--- src/rtl/core/clsh_pkg.sv ---
// Shared constants, widths and codes for the chunk LOD select block.
package clsh_pkg;

  localparam int LEVELS     = 4;
  localparam int MAX_CHUNKS = 256;

  localparam int IDX_W   = 8;
  localparam int LVL_W   = 3;
  localparam int COORD_W = 24;
  localparam int DIFF_W  = COORD_W + 1;
  localparam int MAG_W   = COORD_W;
  localparam int PROD_W  = 2 * MAG_W;
  localparam int SQ_W    = 50;
  localparam int ROOT_W  = SQ_W / 2;
  localparam int REM_W   = ROOT_W + 2;
  localparam int CNT_W   = 5;
  localparam int FD_W    = 24;
  localparam int MF_W    = 15;
  localparam int FAC_W   = 17;
  localparam int THR_W   = FD_W + 8;
  localparam int CMP_W   = PROD_W + 8;
  localparam int FRAC_W  = 16;
  localparam int CFG_IDX_W  = 2;
  localparam int CFG_DATA_W = 24;

  localparam logic [FD_W-1:0]  FIRST_DIST_RST = FD_W'(16384);
  localparam logic [MF_W-1:0]  MARGIN_RST     = MF_W'(6554);
  localparam logic [FAC_W-1:0] FAC_ONE        = FAC_W'(65536);
  localparam logic [LVL_W-1:0] LVL_UNBUILT    = LVL_W'(LEVELS);
  localparam logic [CNT_W-1:0] ROOT_STEPS_M1  = CNT_W'(ROOT_W - 1);

  localparam logic OP_EVAL = 1'b0;
  localparam logic OP_MARK = 1'b1;

  typedef enum logic [CFG_IDX_W-1:0] {
    CFG_FIRST_DIST = 2'd0,
    CFG_MARGIN     = 2'd1
  } cfg_reg_t;

endpackage

--- src/rtl/core/clsh_ram.sv ---
// Generic single-port RAM with registered read data.
module clsh_ram #(
  parameter int WIDTH = 8,
  parameter int DEPTH = 256
) (
  input  logic                     clk,
  input  logic                     we,
  input  logic [$clog2(DEPTH)-1:0] addr,
  input  logic [WIDTH-1:0]         wdata,
  output logic [WIDTH-1:0]         rdata
);

  logic [WIDTH-1:0] mem_r [DEPTH];

  always_ff @(posedge clk) begin
    if (we) begin
      mem_r[addr] <= wdata;
    end
    rdata <= mem_r[addr];
  end

endmodule

--- src/rtl/core/chunk_lod_select_hysteresis_unit.sv ---
// Top level: per-chunk LOD selection with distance bands and hysteresis.
//
//  channel | direction | handshake            | payload
//  --------+-----------+----------------------+------------------------------------------
//  in_     | in        | in_valid / in_stall  | op, chunk_index, center_x/z, viewer_x/z,
//          |           |                      | radius
//  out_    | out       | out_valid / out_stall| new_level, rebuild
//  cfg_    | in        | cfg_valid / cfg_ready| cfg_index, cfg_data
//
// An evaluate item walks the states SQX and SQZ on the shared 24x24 multiplier for dx^2 and
// dz^2, SUM for one add, ROOT for the bit-serial square root, then DIST for the distance,
// BAND for the band, MUL for one more multiply for the hysteresis boundary and DONE for the
// final compare. A mark item goes from IDLE straight to DONE; in_stall stays high until IDLE.
// Reset (rst_n low, synchronous) clears all level-table valid bits, so every chunk reads
// as unbuilt, and loads the config registers with their defaults.
// The result sits in an output register; out_stall only holds the sequencer in its last
// state when that register is still full, so the next item may be taken meanwhile.
module chunk_lod_select_hysteresis_unit (
  input  logic                               clk,
  input  logic                               rst_n,
  // item input
  input  logic                               in_valid,
  output logic                               in_stall,
  input  logic                               in_op,
  input  logic [clsh_pkg::IDX_W-1:0]         in_chunk_index,
  input  logic signed [clsh_pkg::COORD_W-1:0] in_center_x,
  input  logic signed [clsh_pkg::COORD_W-1:0] in_center_z,
  input  logic signed [clsh_pkg::COORD_W-1:0] in_viewer_x,
  input  logic signed [clsh_pkg::COORD_W-1:0] in_viewer_z,
  input  logic [clsh_pkg::COORD_W-1:0]       in_radius,
  // result output
  output logic                               out_valid,
  input  logic                               out_stall,
  output logic [clsh_pkg::LVL_W-1:0]         out_new_level,
  output logic                               out_rebuild,
  // config writes
  input  logic                               cfg_valid,
  output logic                               cfg_ready,
  input  logic [clsh_pkg::CFG_IDX_W-1:0]     cfg_index,
  input  logic [clsh_pkg::CFG_DATA_W-1:0]    cfg_data
);

  // One-hot sequencer
  typedef enum logic [8:0] {
    ST_IDLE = 9'b000000001,
    ST_SQX  = 9'b000000010,
    ST_SQZ  = 9'b000000100,
    ST_SUM  = 9'b000001000,
    ST_ROOT = 9'b000010000,
    ST_DIST = 9'b000100000,
    ST_BAND = 9'b001000000,
    ST_MUL  = 9'b010000000,
    ST_DONE = 9'b100000000
  } state_t;

  state_t state_r, state_nxt;

  // config registers
  logic [clsh_pkg::FD_W-1:0] fd_r;
  logic [clsh_pkg::MF_W-1:0] mf_r;

  // item registers
  logic [clsh_pkg::IDX_W-1:0]  idx_r;
  logic                        mark_r;
  logic [clsh_pkg::MAG_W-1:0]  mag_x_r, mag_z_r;
  logic [clsh_pkg::COORD_W-1:0] rad_r;
  logic [clsh_pkg::PROD_W-1:0] prod_r;
  logic [clsh_pkg::SQ_W-1:0]   sq_r;
  logic [clsh_pkg::REM_W-1:0]  rem_r;
  logic [clsh_pkg::ROOT_W-1:0] root_r;
  logic [clsh_pkg::CNT_W-1:0]  cnt_r;
  logic [clsh_pkg::ROOT_W-1:0] dist_r;
  logic [clsh_pkg::LVL_W-1:0]  old_r, wanted_r;

  // level table: RAM plus one valid bit per entry
  logic [clsh_pkg::MAX_CHUNKS-1:0] valid_r;
  logic                            ram_we;
  logic [clsh_pkg::IDX_W-1:0]      ram_addr;
  logic [clsh_pkg::LVL_W-1:0]      ram_rdata;

  // output register
  logic                       out_valid_r;
  logic [clsh_pkg::LVL_W-1:0] out_level_r;
  logic                       out_rebuild_r;

  logic in_acc;
  assign in_stall  = (state_r != ST_IDLE);
  assign in_acc    = in_valid && !in_stall;
  assign cfg_ready = 1'b1;

  assign out_valid     = out_valid_r;
  assign out_new_level = out_level_r;
  assign out_rebuild   = out_rebuild_r;

  // coordinate deltas, magnitudes fit in 24 bits
  logic signed [clsh_pkg::DIFF_W-1:0] dx_c, dz_c, ndx_c, ndz_c;
  assign dx_c  = clsh_pkg::DIFF_W'(in_center_x) - clsh_pkg::DIFF_W'(in_viewer_x);
  assign dz_c  = clsh_pkg::DIFF_W'(in_center_z) - clsh_pkg::DIFF_W'(in_viewer_z);
  assign ndx_c = -dx_c;
  assign ndz_c = -dz_c;

  // shared multiplier
  logic [clsh_pkg::MAG_W-1:0] mul_a, mul_b;
  logic [clsh_pkg::PROD_W-1:0] mul_p;
  logic                        coarser_c;
  logic [clsh_pkg::FAC_W-1:0]  factor_c;

  assign coarser_c = (wanted_r > old_r);
  assign factor_c  = coarser_c ? (clsh_pkg::FAC_ONE + clsh_pkg::FAC_W'(mf_r))
                               : (clsh_pkg::FAC_ONE - clsh_pkg::FAC_W'(mf_r));

  always_comb begin
    unique case (state_r)
      ST_SQX: begin
        mul_a = mag_x_r;
        mul_b = mag_x_r;
      end
      ST_SQZ: begin
        mul_a = mag_z_r;
        mul_b = mag_z_r;
      end
      default: begin
        mul_a = fd_r;
        mul_b = clsh_pkg::MAG_W'(factor_c);
      end
    endcase
  end
  assign mul_p = clsh_pkg::PROD_W'(mul_a) * clsh_pkg::PROD_W'(mul_b);

  // one square-root digit per cycle
  logic [clsh_pkg::REM_W+1:0] rem_sh_c, trial_c;
  logic                       take_c;
  assign rem_sh_c = {rem_r, sq_r[clsh_pkg::SQ_W-1 -: 2]};
  assign trial_c  = (clsh_pkg::REM_W+2)'({root_r, 2'b01});
  assign take_c   = (rem_sh_c >= trial_c);

  // band: count thresholds cleared (thresholds are monotone)
  logic [clsh_pkg::LVL_W-1:0] band_c;
  always_comb begin
    band_c = '0;
    for (int j = 0; j < clsh_pkg::LEVELS - 1; j++) begin
      if (clsh_pkg::THR_W'(dist_r) >= (clsh_pkg::THR_W'(fd_r) << j)) begin
        band_c = band_c + clsh_pkg::LVL_W'(1);
      end
    end
  end

  // hysteresis compare against the scaled boundary
  logic [clsh_pkg::LVL_W-1:0] shamt_c;
  logic [clsh_pkg::CMP_W-1:0] lhs_c, rhs_c;
  logic                       hold_c;
  logic [clsh_pkg::LVL_W-1:0] final_c;
  logic                       rebuild_c;
  logic                       out_free;

  assign shamt_c = coarser_c ? old_r : (old_r - clsh_pkg::LVL_W'(1));
  assign lhs_c   = clsh_pkg::CMP_W'({dist_r, {clsh_pkg::FRAC_W{1'b0}}});
  assign rhs_c   = clsh_pkg::CMP_W'(prod_r) << shamt_c;

  always_comb begin
    hold_c = 1'b0;
    if ((old_r < clsh_pkg::LVL_UNBUILT) && (wanted_r != old_r)) begin
      hold_c = coarser_c ? (lhs_c < rhs_c) : (lhs_c > rhs_c);
    end
    final_c   = hold_c ? old_r : wanted_r;
    rebuild_c = (final_c != old_r);
  end

  assign out_free = !out_valid_r || !out_stall;

  // RAM port: read on accept, write when an evaluate result that needs a rebuild leaves
  assign ram_addr = (state_r == ST_IDLE) ? in_chunk_index : idx_r;
  assign ram_we   = (state_r == ST_DONE) && out_free && !mark_r && rebuild_c;

  clsh_ram #(
    .WIDTH (clsh_pkg::LVL_W),
    .DEPTH (clsh_pkg::MAX_CHUNKS)
  ) u_level_ram (
    .clk   (clk),
    .we    (ram_we),
    .addr  (ram_addr),
    .wdata (final_c),
    .rdata (ram_rdata)
  );

  // next state
  always_comb begin
    state_nxt = state_r;
    unique case (state_r)
      ST_IDLE: begin
        if (in_acc) begin
          state_nxt = (in_op == clsh_pkg::OP_MARK) ? ST_DONE : ST_SQX;
        end
      end
      ST_SQX:  state_nxt = ST_SQZ;
      ST_SQZ:  state_nxt = ST_SUM;
      ST_SUM:  state_nxt = ST_ROOT;
      ST_ROOT: begin
        if (cnt_r == '0) begin
          state_nxt = ST_DIST;
        end
      end
      ST_DIST: state_nxt = ST_BAND;
      ST_BAND: state_nxt = ST_MUL;
      ST_MUL:  state_nxt = ST_DONE;
      ST_DONE: begin
        if (out_free) begin
          state_nxt = ST_IDLE;
        end
      end
      default: state_nxt = ST_IDLE;
    endcase
  end

  // control registers
  always_ff @(posedge clk) begin
    if (!rst_n) begin
      state_r     <= ST_IDLE;
      valid_r     <= '0;
      out_valid_r <= 1'b0;
      fd_r        <= clsh_pkg::FIRST_DIST_RST;
      mf_r        <= clsh_pkg::MARGIN_RST;
    end else begin
      state_r <= state_nxt;
      if (cfg_valid && cfg_ready) begin
        unique case (cfg_index)
          clsh_pkg::CFG_FIRST_DIST: fd_r <= cfg_data[clsh_pkg::FD_W-1:0];
          clsh_pkg::CFG_MARGIN:     mf_r <= cfg_data[clsh_pkg::MF_W-1:0];
          default: ;
        endcase
      end
      if (in_acc && (in_op == clsh_pkg::OP_MARK)) begin
        valid_r[in_chunk_index] <= 1'b0;
      end
      if (ram_we) begin
        valid_r[idx_r] <= 1'b1;
      end
      if ((state_r == ST_DONE) && out_free) begin
        out_valid_r <= 1'b1;
      end else if (!out_stall) begin
        out_valid_r <= 1'b0;
      end
    end
  end

  // datapath registers
  always_ff @(posedge clk) begin
    unique case (state_r)
      ST_IDLE: begin
        if (in_acc) begin
          idx_r   <= in_chunk_index;
          mark_r  <= (in_op == clsh_pkg::OP_MARK);
          rad_r   <= in_radius;
          mag_x_r <= dx_c[clsh_pkg::DIFF_W-1] ? ndx_c[clsh_pkg::MAG_W-1:0]
                                              : dx_c[clsh_pkg::MAG_W-1:0];
          mag_z_r <= dz_c[clsh_pkg::DIFF_W-1] ? ndz_c[clsh_pkg::MAG_W-1:0]
                                              : dz_c[clsh_pkg::MAG_W-1:0];
        end
      end
      ST_SQX: begin
        prod_r <= mul_p;
        old_r  <= valid_r[idx_r] ? ram_rdata : clsh_pkg::LVL_UNBUILT;
      end
      ST_SQZ: begin
        sq_r   <= clsh_pkg::SQ_W'(prod_r);
        prod_r <= mul_p;
      end
      ST_SUM: begin
        sq_r   <= sq_r + clsh_pkg::SQ_W'(prod_r);
        rem_r  <= '0;
        root_r <= '0;
        cnt_r  <= clsh_pkg::ROOT_STEPS_M1;
      end
      ST_ROOT: begin
        sq_r  <= sq_r << 2;
        cnt_r <= cnt_r - clsh_pkg::CNT_W'(1);
        if (take_c) begin
          rem_r  <= clsh_pkg::REM_W'(rem_sh_c - trial_c);
          root_r <= {root_r[clsh_pkg::ROOT_W-2:0], 1'b1};
        end else begin
          rem_r  <= clsh_pkg::REM_W'(rem_sh_c);
          root_r <= {root_r[clsh_pkg::ROOT_W-2:0], 1'b0};
        end
      end
      ST_DIST: begin
        dist_r <= (root_r > clsh_pkg::ROOT_W'(rad_r))
                  ? (root_r - clsh_pkg::ROOT_W'(rad_r)) : '0;
      end
      ST_BAND: begin
        wanted_r <= band_c;
      end
      ST_MUL: begin
        prod_r <= mul_p;
      end
      ST_DONE: begin
        if (out_free) begin
          out_level_r   <= mark_r ? clsh_pkg::LVL_UNBUILT : final_c;
          out_rebuild_r <= mark_r ? 1'b0 : rebuild_c;
        end
      end
      default: ;
    endcase
  end

  // checks
  a_busy_after_accept: assert property (@(posedge clk) disable iff (!rst_n)
    in_acc |=> in_stall)
    else $error("block took an item without going busy");

  a_root_length: assert property (@(posedge clk) disable iff (!rst_n)
    (state_r == ST_ROOT) && (cnt_r == '0) |=> (state_r == ST_DIST))
    else $error("square root did not end after its last digit");

  a_mark_clears: assert property (@(posedge clk) disable iff (!rst_n)
    in_acc && (in_op == clsh_pkg::OP_MARK) |=> !valid_r[idx_r])
    else $error("mark left the table entry valid");

  a_rebuild_built: assert property (@(posedge clk) disable iff (!rst_n)
    out_valid_r && out_rebuild_r |-> (out_level_r < clsh_pkg::LVL_UNBUILT))
    else $error("rebuild flagged for an unbuilt level");

endmodule

--- config.mk ---
export PLATFORM = sky130hd
export DESIGN_NAME = chunk_lod_select_hysteresis_unit
export DESIGN_NICKNAME = d
export VERILOG_FILES = /design/src/rtl/core/clsh_pkg.sv /design/src/rtl/core/clsh_ram.sv /design/src/rtl/core/chunk_lod_select_hysteresis_unit.sv
export SDC_FILE = /design/constraint.sdc
export NUM_CORES = 2
export LEC_CHECK = 0
export BUFFER_PORTS_ARGS = -buffer_cell sky130_fd_sc_hd__buf_2
export CAP_MARGIN = 20
export CORE_MARGIN = 2
export CORE_UTILIZATION = 45
export DETAILED_ROUTE_END_ITERATION = 16
export SLEW_MARGIN = 25
export SYNTH_ARGS = -nofsm -noshare
export SYNTH_HDL_FRONTEND = slang
export SYNTH_SLANG_ARGS = --single-unit
--- constraint.sdc ---
create_clock -name clk -period 32.2 [get_ports clk]
set_clock_uncertainty 0.05 [all_clocks]
set_input_delay 1.61 -clock clk [delete_from_list [all_inputs] [get_ports clk]]
set_output_delay 1.61 -clock clk [all_outputs]
set_load 0.05 [all_outputs]
== Word level (Yosys, flattened, before mapping) ==
Memories as Yosys holds them, arrays and structs flattened. A register that Yosys moved wholly into a read port is not among the register bits.
Index checks and enable logic that the tools add are counted.
Operators by class
  div/mod/pow operators: 0
  eq/ne operators: 17
  add/sub/neg operators: 13
  shift-type cells: 1
  magnitude comparators: 13
  reductions and logical operators: 23
  bitwise gates (word level): 3
  multipliers: 1
  mux-type cells: 37
Operators by type and width (count)
  256-bit two-way mux: 3
  256-bit AND: 1
  256-bit inverter: 1
  256-bit OR: 1
  50-bit one-hot mux with 3 select lines: 1
  24-bit one-hot mux with 2 select lines: 2
  9-bit one-hot mux with 9 select lines: 1
  41-bit by 56-bit > comparator with 1-bit output: 1
  41-bit by 56-bit less-than comparator with 1-bit output: 1
  48-bit by 3-bit left shift with 56-bit output: 1
  27-bit one-hot mux with 2 select lines: 1
  50-bit by 48-bit adder with 50-bit output: 1
  25-bit one-hot mux with 2 select lines: 1
  24-bit by 24-bit subtractor with 25-bit output: 2
  24-bit by 24-bit multiplier with 48-bit output: 1
  24-bit two-way mux: 2
  24-bit negator: 2
  9-bit two-way mux: 4
  29-bit by 27-bit >= comparator with 1-bit output: 1
  27-bit two-way mux: 1
  27-bit subtractor: 1
  25-bit by 26-bit >= comparator with 1-bit output: 1
  25-bit by 24-bit >= comparator with 1-bit output: 1
  25-bit >= comparator: 1
  42 further kinds: 75
Word-level totals
  ROM bits: 0
  memories kept: 1
  RAM bits: 768
  bits of input ports: 160
  flip-flop bits (word level): 576
  latch bits: 0
Memory list
  u_level_ram.mem_r: words 256, bits a word 3, read ports 1, clocked after Yosys merged registers in 1, wr ports 1, RTL line clsh_ram.sv:13  | logic [WIDTH-1:0] mem_r [DEPTH];

== Logic depth before layout (Yosys ltp) ==
  depth in word-level cells: 11
  mapped depth: 37
  depth with buffers taken out: 35

== Hierarchy ==
From an unflattened synthesis, not the netlist that was laid out.
Unflattened totals
  cell total of the unflattened synthesis: 7633
  area, all modules: 86850.8 µm²
By module, submodules not included
  chunk_lod_select_hysteresis_unit: cells an instance 6069, area an instance 56442.9 µm², times used 1, seq. area each 14243.7 µm²
  clsh_ram: cells an instance 1564, area an instance 30407.9 µm², times used 1, seq. area each 23122.2 µm²

== Worst setup path before layout ==
No wires, ideal clock.
  path kind: register -> register
  start point: reg old_r[1] (netlist name)
  end point: mem u_level_ram.mem_r[0][0] (netlist name) (data pin)
  setup slack: 17.829 ns
  cell stages (with the launch flop): 23
  arrival time: 12.681 ns
  period minus slack after synthesis: 14.371 ns
  setup time: 1.639 ns
  required time: 30.511 ns
  path through: edfxtp_1 > inv_1 > ha_1 > nor2b_2 > o21ai_0 > a21boi_0 > o21ai_0 > clkbuf_1 > clkbuf_1 > clkbuf_1 > mux2i_1 > mux2i_1 > ha_1 > nand3_1 > nor3_1 > nand2_1 > nor4_1 > o2111ai_1 > a2111oi_2 > nor4_1 > o311a_1 > a21oi_1 > mux2i_1
On the way
  word-level cells in the longest chain between the ends: 7
  elaborated cells between the ends (all ways): 12
  classes of those cells: add/sub: 1; order compare: 4; eq/ne: 1; shift: 1; mux: 4; reduce/logical: 1
RTL lines
  from (decl): RTL line chunk_lod_select_hysteresis_unit.sv:73  | logic [clsh_pkg::LVL_W-1:0] old_r, wanted_r;
  from (signal assigned): RTL line chunk_lod_select_hysteresis_unit.sv:262  | old_r <= valid_r[idx_r] ? ram_rdata : clsh_pkg::LVL_UNBUILT;
  3-bit by 1-bit subtractor with 3-bit output / 3-bit > comparator (equally long branches): RTL line chunk_lod_select_hysteresis_unit.sv:156, chunk_lod_select_hysteresis_unit.sv:108
  3-bit two-way mux: RTL line chunk_lod_select_hysteresis_unit.sv:156  | assign shamt_c = coarser_c ? old_r : (old_r - clsh_pkg::LVL_W'(1));
  48-bit by 3-bit left shift with 56-bit output: RTL line chunk_lod_select_hysteresis_unit.sv:158  | assign rhs_c = clsh_pkg::CMP_W'(prod_r) << shamt_c;
  41-bit by 56-bit > comparator with 1-bit output / 41-bit by 56-bit less-than comparator with 1-bit output (equally long branches): RTL line chunk_lod_select_hysteresis_unit.sv:163  | hold_c = coarser_c ? (lhs_c < rhs_c) : (lhs_c > rhs_c);
  1-bit two-way mux: RTL line chunk_lod_select_hysteresis_unit.sv:163
  1-bit two-way mux *: RTL line chunk_lod_select_hysteresis_unit.sv:162  | if ((old_r < clsh_pkg::LVL_UNBUILT) && (wanted_r != old_r)) begin
  3-bit two-way mux *: RTL line chunk_lod_select_hysteresis_unit.sv:165  | final_c = hold_c ? old_r : wanted_r;
  named net final_c, one bit: RTL line chunk_lod_select_hysteresis_unit.sv:152  | logic [clsh_pkg::LVL_W-1:0] final_c;
  to (decl): RTL line clsh_ram.sv:13
The timed path passes the listed nets; every way through them passes the cells marked *.

== Final worst setup path ==
  start point: reg old_r[1] (netlist name)
  end point: reg prod_r[42] (netlist name) (data pin)
On the way
  word-level cells in the longest chain between the ends: 4
RTL lines
  3-bit > comparator: RTL line chunk_lod_select_hysteresis_unit.sv:108  | assign coarser_c = (wanted_r > old_r);
  17-bit two-way mux: RTL line chunk_lod_select_hysteresis_unit.sv:109  | assign factor_c = coarser_c ? (clsh_pkg::FAC_ONE + clsh_pkg::FAC_W'(mf_r))
  24-bit one-hot mux with 2 select lines: RTL line chunk_lod_select_hysteresis_unit.sv:113  | unique case (state_r)
  24-bit by 24-bit multiplier with 48-bit output: RTL line chunk_lod_select_hysteresis_unit.sv:128  | assign mul_p = clsh_pkg::PROD_W'(mul_a) * clsh_pkg::PROD_W'(mul_b);
  named net mul_p, one bit: RTL line chunk_lod_select_hysteresis_unit.sv:104  | logic [clsh_pkg::PROD_W-1:0] mul_p;
  to (signal assigned): RTL line chunk_lod_select_hysteresis_unit.sv:261  | prod_r <= mul_p;
  to (signal assigned): RTL line chunk_lod_select_hysteresis_unit.sv:266  | prod_r <= mul_p;
  to (signal assigned): RTL line chunk_lod_select_hysteresis_unit.sv:293  | prod_r <= mul_p;
  to (decl): RTL line chunk_lod_select_hysteresis_unit.sv:67  | logic [clsh_pkg::PROD_W-1:0] prod_r;
The timed path passes the listed nets, and every way through them passes these cells.
A chain may end at the register's enable or synchronous reset.

==> results.sh <==
export IMPL_path_class="reg -> reg"
export IMPL_crit_family="adder cells"
export IMPL_grt_pass1_vias=63900
export IMPL_htreeDepth=4
export IMPL_power_switching_mw=2.24
export IMPL_synth_area_per_cell_um2=10.6
export IMPL_synth_compound_area_share=0.125
export IMPL_rsz0062_at_grt="no"
export IMPL_ys_async_sr_fraction=0
export IMPL_nNetsFinal=9172
export IMPL_cts_repair_resized=0
export IMPL_yosys_area_top_type="edfxtp_1"
export IMPL_fill_cells=17200
export IMPL_start_util=0.454
export IMPL_clk_pin_slew_worst_paths_ns=0.06
export IMPL_crit_arrival_ns=11.58
export IMPL_portBuffers=165
export IMPL_stdcell_count=10700
export IMPL_post_route_period_util=0.345
export IMPL_layout_drive_gt1_share=0.0843
export IMPL_dp_cells=10400
export IMPL_critPathCaptureType="flip-flop"
export IMPL_hold_class="reg -> reg"
export IMPL_cp_start_kind="flip-flop"
export IMPL_cts_hold_buf=0
export IMPL_cap_violations=0
export IMPL_ys_seq_elements=1347
export IMPL_setup_viol=0
export IMPL_slowest_stage="o21ai_1"
export IMPL_relSlewSlack=0.215
export IMPL_viasPerCell=5.89
export IMPL_grt_max_degree=198
export IMPL_dp_hpwl_um=185000
export IMPL_fin_tns_setup_ns=0
export IMPL_die_y_um=440
export IMPL_p_clk_frac=0.291
export IMPL_final_max_slew_violation_count=0
export IMPL_synthMuxAreaShare=0.0718
export IMPL_drt_iter0_drc=5424
export IMPL_antenna_found_initial=15
export IMPL_yosysWarnings=0
export IMPL_seqPwrFrac=0.338
export IMPL_finalHoldViolations=0
export IMPL_ys_seq_area_frac=0.438
export IMPL_max_vdd_ir_drop_mv=0.0878
export IMPL_drc=0
export IMPL_synth_top_area_frac=0.365
export IMPL_worst_path_max_fanout=23
export IMPL_crit_top_cell="inv_1"
export IMPL_synth_distinct_cells=91
export IMPL_die_area_mm2=0.193
export IMPL_routed_wl_um=263000
export IMPL_yosys_area_share_xor_xnor=0.0223
export IMPL_numCtsBuffers=148
export IMPL_synth_area_top_cells="edfxtp_1 37%, fa_1 11%, dfxtp_1 7.2%"
export IMPL_grt_overflow=0
export IMPL_io_pin_count=167
export IMPL_row_count=159
export IMPL_cts_sinks=1347
export IMPL_status="finished clean"
export IMPL_switching_share=0.379
export IMPL_vias=63200
export IMPL_p_int_mw=3.67
export IMPL_synth_top_family_by_area="adder cells"
export IMPL_chipWidth_um=440
export IMPL_yosys_area_share_adder=0.177
export IMPL_gp_congestion=0.956
export IMPL_power_leakage_nw=37.3
export IMPL_avgRoutedWirePerCell_um=24.5
export IMPL_required_ns=32.68
export IMPL_path_buf_inv=10
export IMPL_clock_fmax_mhz=90.1
export IMPL_ant_nets=0
export IMPL_coreArea_mm2=0.188
export IMPL_syn_inst=8086
export IMPL_clk_latency_ns=0.80
export IMPL_root_buffer="clkbuf_16"
export IMPL_tightest_slew_ns=1.18
export IMPL_synth_flop_cell="edfxtp_1"
export IMPL_gr_usage_all_layers=0.271
export IMPL_synth_simple_gate_area_frac=0.111
export IMPL_period_minus_slack_ns=11.10
export IMPL_p_comb_frac=0.371
export IMPL_tritoncts="yes"
export IMPL_slowest_delay_ns=0.78
export IMPL_netlist_area_mm2=0.0854
export IMPL_grt_pass1_wl_um=396000
export IMPL_drt_pass1_iterations=6
export IMPL_area_delta_synth_final_pct=10.2
export IMPL_synth_net_count=9159
export IMPL_pwr_density_cell_mw_per_mm2=62.9
export IMPL_clk_path_buf_depth=3
export IMPL_synth_edf_count=1039
export IMPL_post_cts_buffers=0
worst register-to-register path, delay by kind of cell (launching register included):
kind                     cells  cell delay [ns]
AO/OA/AOI/OAI               11             3.60
XOR/XNOR                     2             0.32
adder cells (fa/ha/maj)      9             4.29
buffers and inverters       10             1.15
flip-flops                   1             0.48
AND/OR/NAND/NOR              5             0.96
state kept, by name, indices dropped and copies added, names as in the netlist, 25 cells and up:
| signal | count |
|---|---|
| valid_r | 256 |
| u_level_ram.mem_r | 768 |
| root_r | 25 |
| dist_r | 25 |
| prod_r | 48 |
| sq_r | 50 |
| rem_r | 27 |
worst paths after layout:
path / from / end / slack [ns] / cells after the start
worst max-delay path: old_r[1] / prod_r[42] / 21.10 / 37
worst min-delay path: fd_r[1] / fd_r[1] / 0.43 / 2
worst max register to register: old_r[1] / prod_r[42] / 21.10 / 37
worst min register to register: fd_r[1] / fd_r[1] / 0.43 / 2
cells in the final DEF, fill, tap and decap left out, drive strengths merged, types with 65 or more instances in the layout:
cell type / n
inv: 839
xor2: 71
ha: 427
o211ai: 278
a22oi: 69
and2: 65
mux4: 81
edfxtp: 1039
nor2: 662
clkbuf: 200
dfxtp: 308
xnor2: 146
fa: 486
o21ai: 451
mux2i: 418
o22ai: 179
a21oi: 281
buf: 283
a21o: 91
nand3: 108
nand2: 959
layer usage:
metal  wire length (um)  part of all wire  global-route usage  vias up
met4              16000             0.061               0.152        4
met5                 27           0.00010                   0        -
li1                   -                 -                   -    28600
met1             103000              0.39               0.335    31700
met3              14500             0.055              0.0311      589
met2             130000              0.49               0.463     2320
metrics by stage:
step,instance area (um2),util,hold slack (ns),power (mW),setup WS [ns]
floorplan,85400,-,0.400,3.40,17.83
global placement,88900,0.473,0.415,4.20,21.19
detailed placement,89000,0.473,0.427,4.20,21.22
CTS,94000,0.500,0.436,5.93,21.20
global route,94100,0.500,0.462,6.18,20.56
finish,94100,0.500,0.433,5.92,21.10
cell type report:
cell class                      count  area, um2  share of cell area
Antenna cell                       12       30.0            0.000319
Clock buffer                      199       4090              0.0435
Clock inverter                     75        896             0.00952
Inverter                          835       3130              0.0333
Multi-Input combinational cell   5483      43600               0.464
Sequential cell                  1347      37400               0.397
Tap cell                         2495       3120              0.0332
Timing Repair Buffer              284       1840              0.0195
power by group through the flow:
stage | sequential [mW] | clock [mW] | combinational [mW]
finish | 2.00 | 1.72 | 2.19
global route | 2.00 | 1.81 | 2.37
CTS | 2.00 | 1.74 | 2.18
detailed placement | 2.04 | 0 | 2.16
global placement | 2.04 | 0 | 2.16
floorplan | 2.01 | 0 | 1.39
cell families after synthesis:
family	Yosys count
AOI/OAI and AO/OA	1671
xor gates and xnor gates	217
adders and majority gates	913
buffers and inverters	1256
DFF	1347
muxes	510
other	1
and+or+nand+nor	2171
synthesized netlist by cell type, types with 105 or more instances:
| cell | instances |
|---|---|
| a21oi_1 | 281 |
| clkbuf_1 | 360 |
| dfxtp_1 | 308 |
| edfxtp_1 | 1039 |
| fa_1 | 486 |
| ha_1 | 427 |
| inv_1 | 830 |
| mux2i_1 | 418 |
| nand2_1 | 959 |
| nand3_1 | 105 |
| nor2_1 | 662 |
| o211ai_1 | 278 |
| o21ai_0 | 415 |
| o22ai_1 | 179 |
| xnor2_1 | 146 |
Power figures use the tool's default switching activity.
